===== src/rtl/fpm_pkg.sv =====
// Package: shared types, constants and flash sector helpers for the page mapper.
package fpm_pkg;

    localparam int unsigned RAM_PAGE_BYTES     = 1024;
    localparam int unsigned RAM_PAGE_SHIFT     = $clog2(RAM_PAGE_BYTES);
    localparam int unsigned WRITE_CHUNK_BYTES  = 256;
    localparam int unsigned SMALL_SECTOR_COUNT = 16;
    localparam int unsigned SMALL_SECTOR_BYTES = 4096;
    localparam int unsigned LARGE_SECTOR_BYTES = 32768;
    localparam int unsigned SMALL_SHIFT        = $clog2(SMALL_SECTOR_BYTES);
    localparam int unsigned LARGE_SHIFT        = $clog2(LARGE_SECTOR_BYTES);
    localparam int unsigned SMALL_AREA_BYTES   = SMALL_SECTOR_COUNT * SMALL_SECTOR_BYTES;

    localparam int unsigned PAGE_W  = 18;
    localparam int unsigned WIDE_W  = 35;
    localparam int unsigned PADDR_W = 5;

    localparam logic [31:0] RST_MAIN_RAM_BASE   = 32'h1000_0000;
    localparam logic [10:0] RST_MAIN_RAM_PAGES  = 11'd32;
    localparam logic [31:0] RST_AUX_RAM_BASE    = 32'h2007_C000;
    localparam logic [10:0] RST_AUX_RAM_PAGES   = 11'd32;
    localparam logic [31:0] RST_FLASH_BYTES     = 32'd524288;
    localparam logic [31:0] RST_BOOT_CODE_BYTES = 32'd0;
    localparam logic [31:0] RST_OS_START_ADDR   = 32'd0;
    localparam logic [31:0] RST_OS_END_ADDR     = 32'd0;

    typedef logic [WIDE_W-1:0] t_wide;
    typedef logic [PAGE_W-1:0] t_page;

    typedef enum logic [2:0] {
        OP_RAM_INFO    = 3'd0,
        OP_FLASH_INFO  = 3'd1,
        OP_QUERY       = 3'd2,
        OP_ERASE_CHECK = 3'd3,
        OP_WRITE_CHECK = 3'd4
    } t_opcode;

    typedef enum logic [1:0] {
        ST_OK        = 2'd0,
        ST_INVALID   = 2'd1,
        ST_READ_ONLY = 2'd2
    } t_status;

    typedef enum logic [2:0] {
        REG_MAIN_RAM_BASE   = 3'd0,
        REG_MAIN_RAM_PAGES  = 3'd1,
        REG_AUX_RAM_BASE    = 3'd2,
        REG_AUX_RAM_PAGES   = 3'd3,
        REG_FLASH_BYTES     = 3'd4,
        REG_BOOT_CODE_BYTES = 3'd5,
        REG_OS_START_ADDR   = 3'd6,
        REG_OS_END_ADDR     = 3'd7
    } t_reg;

    typedef struct packed {
        logic [2:0]  opcode;
        logic [17:0] page_index;
        logic [31:0] address;
        logic [15:0] byte_count;
    } t_req;

    typedef struct packed {
        logic [1:0]  status;
        logic [17:0] page_out;
        logic [31:0] page_address;
        logic [15:0] page_bytes;
        logic        memory_kind;
        logic [8:0]  granted_bytes;
    } t_rsp;

    typedef struct packed {
        logic [31:0] main_ram_base;
        logic [10:0] main_ram_pages;
        logic [31:0] aux_ram_base;
        logic [10:0] aux_ram_pages;
        logic [31:0] flash_bytes;
        logic [31:0] boot_code_bytes;
        logic [31:0] os_start_addr;
        logic [31:0] os_end_addr;
    } t_cfg;

    // small sectors first, then large ones
    function automatic t_page flash_page_of(input logic [31:0] a);
        logic [31:0] d;
        d = a - 32'(SMALL_AREA_BYTES);
        if (a < 32'(SMALL_AREA_BYTES)) begin
            return t_page'(a >> SMALL_SHIFT);
        end
        return t_page'(SMALL_SECTOR_COUNT) + t_page'(d >> LARGE_SHIFT);
    endfunction

    function automatic t_wide flash_page_start(input t_page p);
        if (p < t_page'(SMALL_SECTOR_COUNT)) begin
            return t_wide'(p) << SMALL_SHIFT;
        end
        return t_wide'(SMALL_AREA_BYTES) +
               (t_wide'(p - t_page'(SMALL_SECTOR_COUNT)) << LARGE_SHIFT);
    endfunction

    function automatic logic [15:0] flash_page_size(input t_page p);
        if (p < t_page'(SMALL_SECTOR_COUNT)) begin
            return 16'(SMALL_SECTOR_BYTES);
        end
        return 16'(LARGE_SECTOR_BYTES);
    endfunction

endpackage


===== src/rtl/fpm_cfg_regs.sv =====
// Configuration register file behind the APB-style port.
module fpm_cfg_regs (
    input  logic                         i_clk,
    input  logic                         i_rst_n,
    input  logic                         psel,
    input  logic                         penable,
    input  logic                         pwrite,
    input  logic [fpm_pkg::PADDR_W-1:0]  paddr,
    input  logic [31:0]                  pwdata,
    output logic [31:0]                  prdata,
    output logic                         pready,
    output fpm_pkg::t_cfg                o_cfg
);

    fpm_pkg::t_cfg r_cfg;
    fpm_pkg::t_cfg n_cfg;
    logic          wr_en;

    assign pready = 1'b1;
    assign wr_en  = psel && penable && pwrite;
    assign o_cfg  = r_cfg;

    always_comb begin
        n_cfg = r_cfg;
        if (wr_en) begin
            case (paddr[4:2])
                fpm_pkg::REG_MAIN_RAM_BASE:   n_cfg.main_ram_base   = pwdata;
                fpm_pkg::REG_MAIN_RAM_PAGES:  n_cfg.main_ram_pages  = pwdata[10:0];
                fpm_pkg::REG_AUX_RAM_BASE:    n_cfg.aux_ram_base    = pwdata;
                fpm_pkg::REG_AUX_RAM_PAGES:   n_cfg.aux_ram_pages   = pwdata[10:0];
                fpm_pkg::REG_FLASH_BYTES:     n_cfg.flash_bytes     = pwdata;
                fpm_pkg::REG_BOOT_CODE_BYTES: n_cfg.boot_code_bytes = pwdata;
                fpm_pkg::REG_OS_START_ADDR:   n_cfg.os_start_addr   = pwdata;
                fpm_pkg::REG_OS_END_ADDR:     n_cfg.os_end_addr     = pwdata;
                default:                      n_cfg = r_cfg;
            endcase
        end
    end

    always_comb begin
        case (paddr[4:2])
            fpm_pkg::REG_MAIN_RAM_BASE:   prdata = r_cfg.main_ram_base;
            fpm_pkg::REG_MAIN_RAM_PAGES:  prdata = 32'(r_cfg.main_ram_pages);
            fpm_pkg::REG_AUX_RAM_BASE:    prdata = r_cfg.aux_ram_base;
            fpm_pkg::REG_AUX_RAM_PAGES:   prdata = 32'(r_cfg.aux_ram_pages);
            fpm_pkg::REG_FLASH_BYTES:     prdata = r_cfg.flash_bytes;
            fpm_pkg::REG_BOOT_CODE_BYTES: prdata = r_cfg.boot_code_bytes;
            fpm_pkg::REG_OS_START_ADDR:   prdata = r_cfg.os_start_addr;
            fpm_pkg::REG_OS_END_ADDR:     prdata = r_cfg.os_end_addr;
            default:                      prdata = '0;
        endcase
    end

    always_ff @(posedge i_clk) begin
        if (!i_rst_n) begin
            r_cfg.main_ram_base   <= fpm_pkg::RST_MAIN_RAM_BASE;
            r_cfg.main_ram_pages  <= fpm_pkg::RST_MAIN_RAM_PAGES;
            r_cfg.aux_ram_base    <= fpm_pkg::RST_AUX_RAM_BASE;
            r_cfg.aux_ram_pages   <= fpm_pkg::RST_AUX_RAM_PAGES;
            r_cfg.flash_bytes     <= fpm_pkg::RST_FLASH_BYTES;
            r_cfg.boot_code_bytes <= fpm_pkg::RST_BOOT_CODE_BYTES;
            r_cfg.os_start_addr   <= fpm_pkg::RST_OS_START_ADDR;
            r_cfg.os_end_addr     <= fpm_pkg::RST_OS_END_ADDR;
        end else begin
            r_cfg <= n_cfg;
        end
    end

endmodule


===== src/rtl/fpm_map_logic.sv =====
// Combinational page lookup and protection checks for one request.
module fpm_map_logic (
    input  fpm_pkg::t_cfg i_cfg,
    input  fpm_pkg::t_req i_req,
    output fpm_pkg::t_rsp o_rsp
);

    localparam logic [31:0] PAGE_MASK = ~32'(fpm_pkg::RAM_PAGE_BYTES - 1);

    // region fit test, done at 34 bits so nothing wraps
    function automatic logic in_region(input logic [31:0] a, input logic [15:0] len,
                                       input logic [31:0] base, input logic [10:0] pages);
        logic [33:0] lim;
        lim = 34'(base) + (34'(pages) << fpm_pkg::RAM_PAGE_SHIFT);
        return (a >= base) && ((34'(a) + 34'(len)) <= lim);
    endfunction

    fpm_pkg::t_page pg;
    logic [31:0]    a;
    fpm_pkg::t_wide pg_start;
    logic [15:0]    pg_size;
    fpm_pkg::t_page a_page;
    fpm_pkg::t_wide a_start;
    logic [15:0]    a_size;
    fpm_pkg::t_page boot_page;
    logic           boot_on;
    logic           pg_boot;
    logic           a_boot;
    logic [11:0]    ram_total;
    logic [33:0]    aux_end;
    logic           aux_hit;
    logic [31:0]    q_base;
    logic [10:0]    q_first;
    logic [31:0]    q_off;
    logic           q_ram;
    logic [8:0]     wr_len;
    logic           wr_ram;
    logic           wr_oob;
    logic           pg_os;
    fpm_pkg::t_rsp  rsp;

    assign pg        = i_req.page_index;
    assign a         = i_req.address;
    assign pg_start  = fpm_pkg::flash_page_start(pg);
    assign pg_size   = fpm_pkg::flash_page_size(pg);
    assign a_page    = fpm_pkg::flash_page_of(a);
    assign a_start   = fpm_pkg::flash_page_start(a_page);
    assign a_size    = fpm_pkg::flash_page_size(a_page);
    assign boot_page = fpm_pkg::flash_page_of(i_cfg.boot_code_bytes);
    assign boot_on   = i_cfg.boot_code_bytes != 32'd0;
    assign pg_boot   = boot_on && (pg <= boot_page);
    assign a_boot    = boot_on && (a_page <= boot_page);
    assign ram_total = 12'(i_cfg.main_ram_pages) + 12'(i_cfg.aux_ram_pages);
    assign pg_os     = (pg_start >= fpm_pkg::t_wide'(i_cfg.os_start_addr)) &&
                       (pg_start <= fpm_pkg::t_wide'(i_cfg.os_end_addr));

    // query: auxiliary region takes precedence where the two overlap
    assign aux_end = 34'(i_cfg.aux_ram_base) +
                     (34'(i_cfg.aux_ram_pages) << fpm_pkg::RAM_PAGE_SHIFT);
    assign aux_hit = (a >= i_cfg.aux_ram_base) && (34'(a) < aux_end);
    assign q_base  = aux_hit ? i_cfg.aux_ram_base : i_cfg.main_ram_base;
    assign q_first = aux_hit ? i_cfg.main_ram_pages : 11'd0;
    assign q_off   = a - q_base;
    assign q_ram   = in_region(a, 16'(fpm_pkg::RAM_PAGE_BYTES),
                               i_cfg.main_ram_base, i_cfg.main_ram_pages) ||
                     in_region(a, 16'(fpm_pkg::RAM_PAGE_BYTES),
                               i_cfg.aux_ram_base, i_cfg.aux_ram_pages);

    assign wr_len  = (i_req.byte_count < 16'(fpm_pkg::WRITE_CHUNK_BYTES)) ?
                     9'(i_req.byte_count) : 9'(fpm_pkg::WRITE_CHUNK_BYTES);
    assign wr_ram  = in_region(a, 16'(wr_len), i_cfg.main_ram_base, i_cfg.main_ram_pages) ||
                     in_region(a, 16'(wr_len), i_cfg.aux_ram_base, i_cfg.aux_ram_pages);
    assign wr_oob  = (a >= i_cfg.flash_bytes) ||
                     ((34'(a) + 34'(fpm_pkg::WRITE_CHUNK_BYTES)) > 34'(i_cfg.flash_bytes));

    always_comb begin
        rsp        = '0;
        rsp.status = fpm_pkg::ST_OK;
        case (i_req.opcode)
            fpm_pkg::OP_RAM_INFO: begin
                rsp.page_out   = pg;
                rsp.page_bytes = 16'(fpm_pkg::RAM_PAGE_BYTES);
                if (pg < fpm_pkg::t_page'(i_cfg.main_ram_pages)) begin
                    rsp.page_address = i_cfg.main_ram_base +
                                       (32'(pg) << fpm_pkg::RAM_PAGE_SHIFT);
                end else if (pg < fpm_pkg::t_page'(ram_total)) begin
                    rsp.page_address = i_cfg.aux_ram_base +
                        (32'(pg - fpm_pkg::t_page'(i_cfg.main_ram_pages))
                         << fpm_pkg::RAM_PAGE_SHIFT);
                end else begin
                    rsp.status = fpm_pkg::ST_INVALID;
                end
            end
            fpm_pkg::OP_FLASH_INFO: begin
                rsp.page_out     = pg;
                rsp.page_address = pg_start[31:0];
                rsp.page_bytes   = pg_size;
                rsp.memory_kind  = 1'b1;
                if ((pg_start + fpm_pkg::t_wide'(pg_size)) >
                    fpm_pkg::t_wide'(i_cfg.flash_bytes)) begin
                    rsp.status = fpm_pkg::ST_INVALID;
                end
            end
            fpm_pkg::OP_QUERY: begin
                if (q_ram) begin
                    rsp.page_out     = fpm_pkg::t_page'(q_off >> fpm_pkg::RAM_PAGE_SHIFT) +
                                       fpm_pkg::t_page'(q_first);
                    rsp.page_address = q_base + (q_off & PAGE_MASK);
                    rsp.page_bytes   = 16'(fpm_pkg::RAM_PAGE_BYTES);
                end else if (a <= i_cfg.flash_bytes) begin
                    rsp.page_out     = a_page;
                    rsp.page_address = a_start[31:0];
                    rsp.page_bytes   = a_size;
                    rsp.memory_kind  = 1'b1;
                end else begin
                    rsp.status = fpm_pkg::ST_INVALID;
                end
            end
            fpm_pkg::OP_ERASE_CHECK: begin
                rsp.page_out     = pg;
                rsp.page_address = pg_start[31:0];
                rsp.page_bytes   = pg_size;
                rsp.memory_kind  = 1'b1;
                if (pg_boot || pg_os) begin
                    rsp.status = fpm_pkg::ST_READ_ONLY;
                end
            end
            fpm_pkg::OP_WRITE_CHECK: begin
                if (wr_ram) begin
                    rsp.granted_bytes = wr_len;
                end else begin
                    rsp.page_out      = a_page;
                    rsp.page_address  = a_start[31:0];
                    rsp.page_bytes    = a_size;
                    rsp.memory_kind   = 1'b1;
                    rsp.granted_bytes = 9'(fpm_pkg::WRITE_CHUNK_BYTES);
                    if (a_boot) begin
                        rsp.status = fpm_pkg::ST_READ_ONLY;
                    end else if (wr_oob) begin
                        rsp.status = fpm_pkg::ST_INVALID;
                    end
                end
            end
            default: begin
                rsp.status = fpm_pkg::ST_INVALID;
            end
        endcase

        // a refused request carries nothing but its status
        if (rsp.status != fpm_pkg::ST_OK) begin
            rsp.page_out      = '0;
            rsp.page_address  = '0;
            rsp.page_bytes    = '0;
            rsp.memory_kind   = 1'b0;
            rsp.granted_bytes = '0;
        end
    end

    assign o_rsp = rsp;

endmodule


===== src/rtl/flash_ram_page_mapper.sv =====
// Top level: request register, lookup logic, result register and config port.
// Pipeline: two register stages; the request register feeds the lookup logic, whose
// result is captured in the result register and held there while the output stalls.
// Throughput: one request per cycle while the output is not stalled; a single pass of
// compare/shift/add logic sits between the request register and the result register.
// Reset (synchronous, active low) empties both stages and loads the register defaults.
module flash_ram_page_mapper (
    input  logic                         i_clk,
    input  logic                         i_rst_n,
    input  logic                         i_in_valid,
    output logic                         o_in_stall,
    input  fpm_pkg::t_req                i_in_data,
    output logic                         o_out_valid,
    input  logic                         i_out_stall,
    output fpm_pkg::t_rsp                o_out_data,
    input  logic                         psel,
    input  logic                         penable,
    input  logic                         pwrite,
    input  logic [fpm_pkg::PADDR_W-1:0]  paddr,
    input  logic [31:0]                  pwdata,
    output logic [31:0]                  prdata,
    output logic                         pready
);

    fpm_pkg::t_cfg cfg;
    fpm_pkg::t_rsp map_rsp;

    fpm_pkg::t_req r_req;
    fpm_pkg::t_req n_req;
    logic          r_req_vld;
    logic          n_req_vld;
    fpm_pkg::t_rsp r_rsp;
    fpm_pkg::t_rsp n_rsp;
    logic          r_rsp_vld;
    logic          n_rsp_vld;
    logic          adv_out;

    fpm_cfg_regs u_cfg (
        .i_clk   (i_clk),
        .i_rst_n (i_rst_n),
        .psel    (psel),
        .penable (penable),
        .pwrite  (pwrite),
        .paddr   (paddr),
        .pwdata  (pwdata),
        .prdata  (prdata),
        .pready  (pready),
        .o_cfg   (cfg)
    );

    fpm_map_logic u_map (
        .i_cfg (cfg),
        .i_req (r_req),
        .o_rsp (map_rsp)
    );

    // result register frees up when empty or when its transaction is taken
    assign adv_out    = !r_rsp_vld || !i_out_stall;
    assign o_in_stall = r_req_vld && !adv_out;

    always_comb begin
        n_req     = o_in_stall ? r_req : i_in_data;
        n_req_vld = o_in_stall ? r_req_vld : i_in_valid;
        n_rsp     = adv_out ? map_rsp : r_rsp;
        n_rsp_vld = adv_out ? r_req_vld : r_rsp_vld;
    end

    always_ff @(posedge i_clk) begin
        if (!i_rst_n) begin
            r_req_vld <= 1'b0;
            r_rsp_vld <= 1'b0;
        end else begin
            r_req_vld <= n_req_vld;
            r_rsp_vld <= n_rsp_vld;
        end
    end

    always_ff @(posedge i_clk) begin
        r_req <= n_req;
        r_rsp <= n_rsp;
    end

    assign o_out_valid = r_rsp_vld;
    assign o_out_data  = r_rsp;

endmodule


===== config.mk =====
export PLATFORM = sky130hd
export DESIGN_NAME = flash_ram_page_mapper
export DESIGN_NICKNAME = d
export VERILOG_FILES = /design/src/rtl/fpm_pkg.sv /design/src/rtl/fpm_cfg_regs.sv /design/src/rtl/fpm_map_logic.sv /design/src/rtl/flash_ram_page_mapper.sv
export SDC_FILE = /design/constraint.sdc
export NUM_CORES = 2
export LEC_CHECK = 0
export BUFFER_PORTS_ARGS = -buffer_cell sky130_fd_sc_hd__clkbuf_2
export CORE_UTILIZATION = 53
export CTS_BUF_LIST = sky130_fd_sc_hd__clkbuf_8
export DETAILED_ROUTE_END_ITERATION = 8
export HOLD_SLACK_MARGIN = 0.02
export PLACE_DENSITY = 0.71
export SETUP_SLACK_MARGIN = 0.4
export SYNTH_ARGS = -nofsm -noshare
export SYNTH_HDL_FRONTEND = slang
export SYNTH_SLANG_ARGS = --single-unit
export TNS_END_PERCENT = 5

===== constraint.sdc =====
create_clock -name i_clk -period 23.2 [get_ports i_clk]
set_input_delay 4.64 -clock i_clk [delete_from_list [all_inputs] [get_ports i_clk]]
set_output_delay 4.64 -clock i_clk [all_outputs]
set_load 0.03 [all_outputs]

# Yosys cells after proc, flatten, opt, wreduce, memory -nomap -nowiden
# Index checks and enable logic that the tools add are counted.
[word_totals]
output_inout_bits = 113
inputBits = 113
wordCells = 149
reg_bits = 363
[classes]
bitwise = 2
order_cmp = 22
mux = 38
n_reduce_logical = 34
addsub = 21
n_eq_ne = 11
[op_table]
columns = ["operator", "count"]
rows = [
  ["$pmux 66 s4", 1],
  ["$pmux 32 s8", 1],
  ["$mux 32", 5],
  ["$le 34x34->1", 4],
  ["$ge 32x32->1", 3],
  ["$mux 18", 4],
  ["$mux 35", 2],
  ["$mux 69", 1],
  ["$mux 67", 1],
  ["$add 32x21->33", 2],
  ["$mux 66", 1],
  ["$add 32x32->32", 2],
  ["$lt 32x17->1 const B", 2],
  ["$mux 16", 4],
  ["$sub 32x17->32 const B", 2],
  ["$add 5x17->18 const A", 2],
  ["$le 18x18->1", 2],
  ["$lt 18x5->1 const B", 2],
  ["$add 17x35->35 const A", 1],
  ["$add 35x16->35", 1],
  ["$ge 35x32->1", 1],
  ["$gt 35x32->1", 1],
  ["$le 35x32->1", 1],
  ["$gt 34x32->1", 1],
  ["other kinds (35)", 81],
]

# Longest topological paths before layout
[logic_depth]
depth_word = 10
ltp_mapped = 48

# Cells and area by module
# From an unflattened synthesis, not the netlist that was laid out.
[hier_totals]
hier_cells = 4431
hier_area_um2 = 36004.5
[by_module_without_submodules]
columns = ["module", "instances", "cells_per_inst", "area_each_um2", "seq_area_each_um2"]
rows = [
  ["fpm_map_logic", 1, 3081, 21702.1, 0.0],
  ["fpm_cfg_regs", 1, 1195, 9811.9, 4284.1],
  ["flash_ram_page_mapper", 1, 155, 4490.6, 4454.3],
]

# Worst setup path after synthesis
# No wires, ideal clock.
[synth_timing]
path_kind = "input port to output port"
from = "input port i_out_stall"
to = "output port o_in_stall"
arrival_ps = 7156
path_stages = 2
setup_slack_ps = 11404
required_time_ps = 18560
cell_sequence = "nand3_1 -> inv_1"
[synth_between]
elab_chain_len = 4
[synth_lines]
columns = ["item", "line", "text"]
rows = [
  ["from (decl)", "flash_ram_page_mapper.sv:14", "input logic i_out_stall,"],
  ["$logic_not 1->1", "flash_ram_page_mapper.sv:58", "assign adv_out = !r_rsp_vld || !i_out_stall;"],
  ["$logic_or 1x1->1", "flash_ram_page_mapper.sv:58", ""],
  ["$logic_not 1->1", "flash_ram_page_mapper.sv:59", "assign o_in_stall = r_req_vld && !adv_out;"],
  ["$logic_and 1x1->1", "flash_ram_page_mapper.sv:59", ""],
  ["to (decl)", "flash_ram_page_mapper.sv:11", "output logic o_in_stall,"],
]
# Every way passes these cells.

# Worst setup path in the final report
[layout_timing]
from = "register u_cfg.r_cfg, in the netlist u_cfg.o_cfg[128]"
to = "register r_rsp, in the netlist o_out_data[53] (data pin)"
[layout_between]
elab_chain_len = 8
elab_cells_between_ends = 24
classes_between = "add/sub (4); order compare (4); mux (10); reduce/logical (6)"
[layout_lines]
columns = ["item", "line", "text"]
rows = [
  ["from (decl)", "fpm_cfg_regs.sv:15", "fpm_pkg::t_cfg r_cfg;"],
  ["from (signal assigned)", "fpm_cfg_regs.sv:65", "r_cfg <= n_cfg;"],
  ["$add 32x21->33", "fpm_map_logic.sv:14, fpm_map_logic.sv:58", ""],
  ["$lt 32x34->1", "fpm_map_logic.sv:60", "assign aux_hit = (a >= i_cfg.aux_ram_base) && (34'(a) < aux_end);"],
  ["$logic_and 1x1->1", "fpm_map_logic.sv:60", ""],
  ["$mux 32", "fpm_map_logic.sv:61", "assign q_base = aux_hit ? i_cfg.aux_ram_base : i_cfg.main_ram_base;"],
  ["$sub 32x32->32", "fpm_map_logic.sv:63", "assign q_off = a - q_base;"],
  ["$add 32x32->32", "fpm_map_logic.sv:108", "rsp.page_address = q_base + (q_off & PAGE_MASK);"],
  ["$mux 66", "fpm_map_logic.sv:105", "if (q_ram) begin"],
  ["$pmux 66 s4", "fpm_map_logic.sv:79", "case (i_req.opcode)"],
  ["to (signal assigned)", "flash_ram_page_mapper.sv:80", "r_rsp <= n_rsp;"],
  ["to (decl)", "flash_ram_page_mapper.sv:32", "fpm_pkg::t_rsp r_rsp;"],
]
# Several ways; a longest one is shown, not always the timed one.
# A chain may end at the register's enable or synchronous reset.

==> impl_results.md <==
* Outcome: complete, but fails checks
* Failing checks: design-rule violations
* Largest family of logic cells by synthesized area: compound AO/OA/AOI/OAI gates
* Launch point of the worst hold path: u_cfg.o_cfg[48]
* Post-CTS Setup Inserts at 0
* Drt pass-1 iters at 9
* Total track usage at 0.378
* Number of global-route vias before repair at roughly 31,000
* Crit path capture type: register
* Synthesized area at around 0.035 sq mm
* Compound-Gate Fraction of Synth Area at 0.210
* Crit start category: register
* Netlist cell types at 100
* Worst Path Arrival at between 10 and 15 ns
* FFs w/ async S/R, synth at 0
* DR WL/cell at between 20 and 25 um
* DRC violations left at 1
* Slew Viols, Final at 0
* Sequential element share of the synthesized area at 0.238
* CTS resizes at 0
* TNS Setup at 0 ns
* Worst skew pair latency at about 0.74 ns
* Final core utilization at 0.584
* Max Cap Violations at 0
* Sw Share at 0.349
* Vias per inst at roughly 6.3
* Crit path launch: u_cfg.o_cfg[128]
* Crit Path Max Fanout at 57
* First-iteration detailed-routing DRC count at 3,929
* Syn_area_per_cell at between 8 and 9 sq um
* H-tree levels at 2
* Root Driver: clkbuf_8
* #FFs+latches synth at 350
* YS warnings at 0
* PortBufs at ~210
* Final ANT Viol Nets at 0
* First-pass GRT wire length at ~190,000 um
* Static Leak at about 16 nW
* Placer Congestion at roughly 1.0
* Total Wirelength at roughly 130,000 um
* NetSw at about 620 uW
* Seq pwr share at 0.381
* FP Rows at 94
* Critical path's largest stage delay at 0.65 ns
* Hold-fix buffer count after cts at 0
* Synthesized-area fraction occupied by adder cells at 0.190
* Die Area at just under 0.07 sq mm
* Layout Nets at 5,109
* Relative slew slack at 0.208
* DIE HEIGHT at 259 um
* Clk pwr share at 0.341
* Total CTS buffers at just over 60
* Cell mode on critical path: a21o_1
* GRT overflow at 0
* # fillers at about 6,000
* RSZ-0062 raised after global routing: false
* Predominant post-synthesis flop cell: dfxtp_1
* Most frequent cells in the layout: nand2_1, ha_1, inv_1, a21oi_1, nor2_1
* Clock slew at reported path FFs at ~0.060 ns
* Skew final at between 0.05 and 0.06 ns
* Slew at the pin closest to its max-slew limit at ~1.2 ns
* Most common library cell in the layout ignoring fill and taps: nand2_1
* Slowest-stage cell, CP: buf_4
* IO Pins at 226
* Die X at 259 um
* Period utilization at 0.515
* Initial core utilization at 0.535
* Clock sink count at 350
* Core area at approximately 0.066 sq mm
* Layout cells sized above 1 at 0.0982
* Final HPWL DP at just over 100,000 um
* Mux contribution to synthesized area at 0.0354
* Area delta synth->final at 9.05%
* Simple logic cell fraction of the synthesized area at 0.193
* Tmin final at ~12 ns
* Fin. Hold Viols at 0
* Reg2Reg Launch Point: u_cfg.o_cfg[128]
* Crit Path Class: reg -> reg
* CTS tree: done
* Fmax at approximately 84 MHz
* Xor-xnor portion of the synthesized cell area at 0.0795
* Largest net degree at the start of global routing at approximately 100
* Combinational power share at 0.278
* Worst endpoint required time at 23.66 ns
* Power Internal at approximately 1.2 mW
* Worst Hold Class: reg -> reg
* Clk buf depth at 3
* Maximum vdd drop at 0.0000576 V
* Detailed-route via count at ~34,000
* Post-synth EDFFs at approximately 130
* # setup viols final at 0
* Antenna violations before repair at 6
* Post-Synthesis Cells at between 4,000 and 5,000
* Power density cells at 46.5 mW/mm^2
## worst max-delay path, delay by kind of cell, from the launching register on
family / cells / cell delay, ns
compound gates: 21 / 5.02
simple gates: 12 / 2.37
fa+ha+maj: 6 / 1.95
xor+xnor: 2 / 0.73
buf+inv: 2 / 0.73
mux: 1 / 0.45
flops: 1 / 0.42
## cell usage after synthesis (36+ instances only)
| cell | instances | area share |
|---|---|---|
| nor2b_1 | 78 | 0.014 |
| dfxtp_1 | 216 | 0.12 |
| a21o_1 | 118 | 0.025 |
| clkbuf_1 | 164 | 0.018 |
| a21boi_0 | 197 | 0.042 |
| nor2_1 | 248 | 0.026 |
| a21oi_1 | 255 | 0.036 |
| nor3_1 | 69 | 0.0098 |
| mux2i_1 | 76 | 0.022 |
| o21bai_1 | 46 | 0.0098 |
| and3_1 | 42 | 0.0075 |
| xor2_1 | 100 | 0.025 |
| nand2_1 | 638 | 0.068 |
| xnor2_1 | 217 | 0.054 |
| nand3_1 | 70 | 0.010 |
| nand2b_1 | 57 | 0.010 |
| o21ai_0 | 186 | 0.026 |
| ha_1 | 518 | 0.18 |
| a221oi_1 | 36 | 0.0090 |
| nand4_1 | 80 | 0.014 |
| inv_1 | 281 | 0.030 |
| edfxtp_1 | 134 | 0.11 |
## sequential cells by signal (all words and copies together), names as in the netlist
signal,count
u_cfg.o_cfg,214
r_req,69
o_out_data,65
o_out_valid,1
r_req_vld,1
## cell families after synthesis
group / after synthesis
muxes: 99
buffers and inverters: 489
and+or+nand+nor: 1441
other: 2
DFF: 350
xor gates and xnor gates: 318
AOI/OAI and AO/OA: 1102
adders and majority gates: 528
## final timing paths
check                     to  slack [ns]  cells past startpoint
max           o_out_data[53]       11.25                     44
min reg2reg  u_cfg.o_cfg[48]        0.47                      2
max reg2reg   o_out_data[53]       11.25                     44
min          u_cfg.o_cfg[48]        0.47                      2
## power by group through the flow
stage               sequential, mW  combinational [mW]  clock [mW]
floorplan                    0.699               0.327           0
global placement             0.691               0.476           0
detailed placement           0.691               0.481           0
CTS                          0.678               0.484       0.615
global route                 0.680               0.538       0.638
finish                       0.679               0.496       0.608
## routing by layer
metal  global-route usage  wire, um
met1                0.516     53700
met2                0.579     55800
met3               0.0696     14300
met4                0.170      6390
met5                    0         0
## stage by stage
stage                     hold WS [ns]  cells  total power, mW  worst slack (ns)  instance area (sq um)
final                            0.469   5387             1.78             11.25                  38300
after global routing             0.485   5387             1.86             10.56                  38300
after floorplan                  0.443   4341             1.03             11.40                  35200
after global placement           0.451   5271             1.17             11.52                  37000
after CTS                        0.467   5386             1.78             11.50                  38300
after detailed placement         0.459   5271             1.17             11.50                  37000
## final cells by class
cell class,instances,area [sq um],share of cell area
Antenna cell,1,2.50,0.0000653
Clock buffer,73,1000,0.0262
Clock inverter,42,279,0.00728
Inverter,283,1060,0.0277
Multi-Input combinational cell,3502,25000,0.653
Sequential cell,350,8350,0.218
Tap cell,864,1080,0.0282
Timing Repair Buffer,272,1530,0.0398
Power figures use the tool's default switching activity.
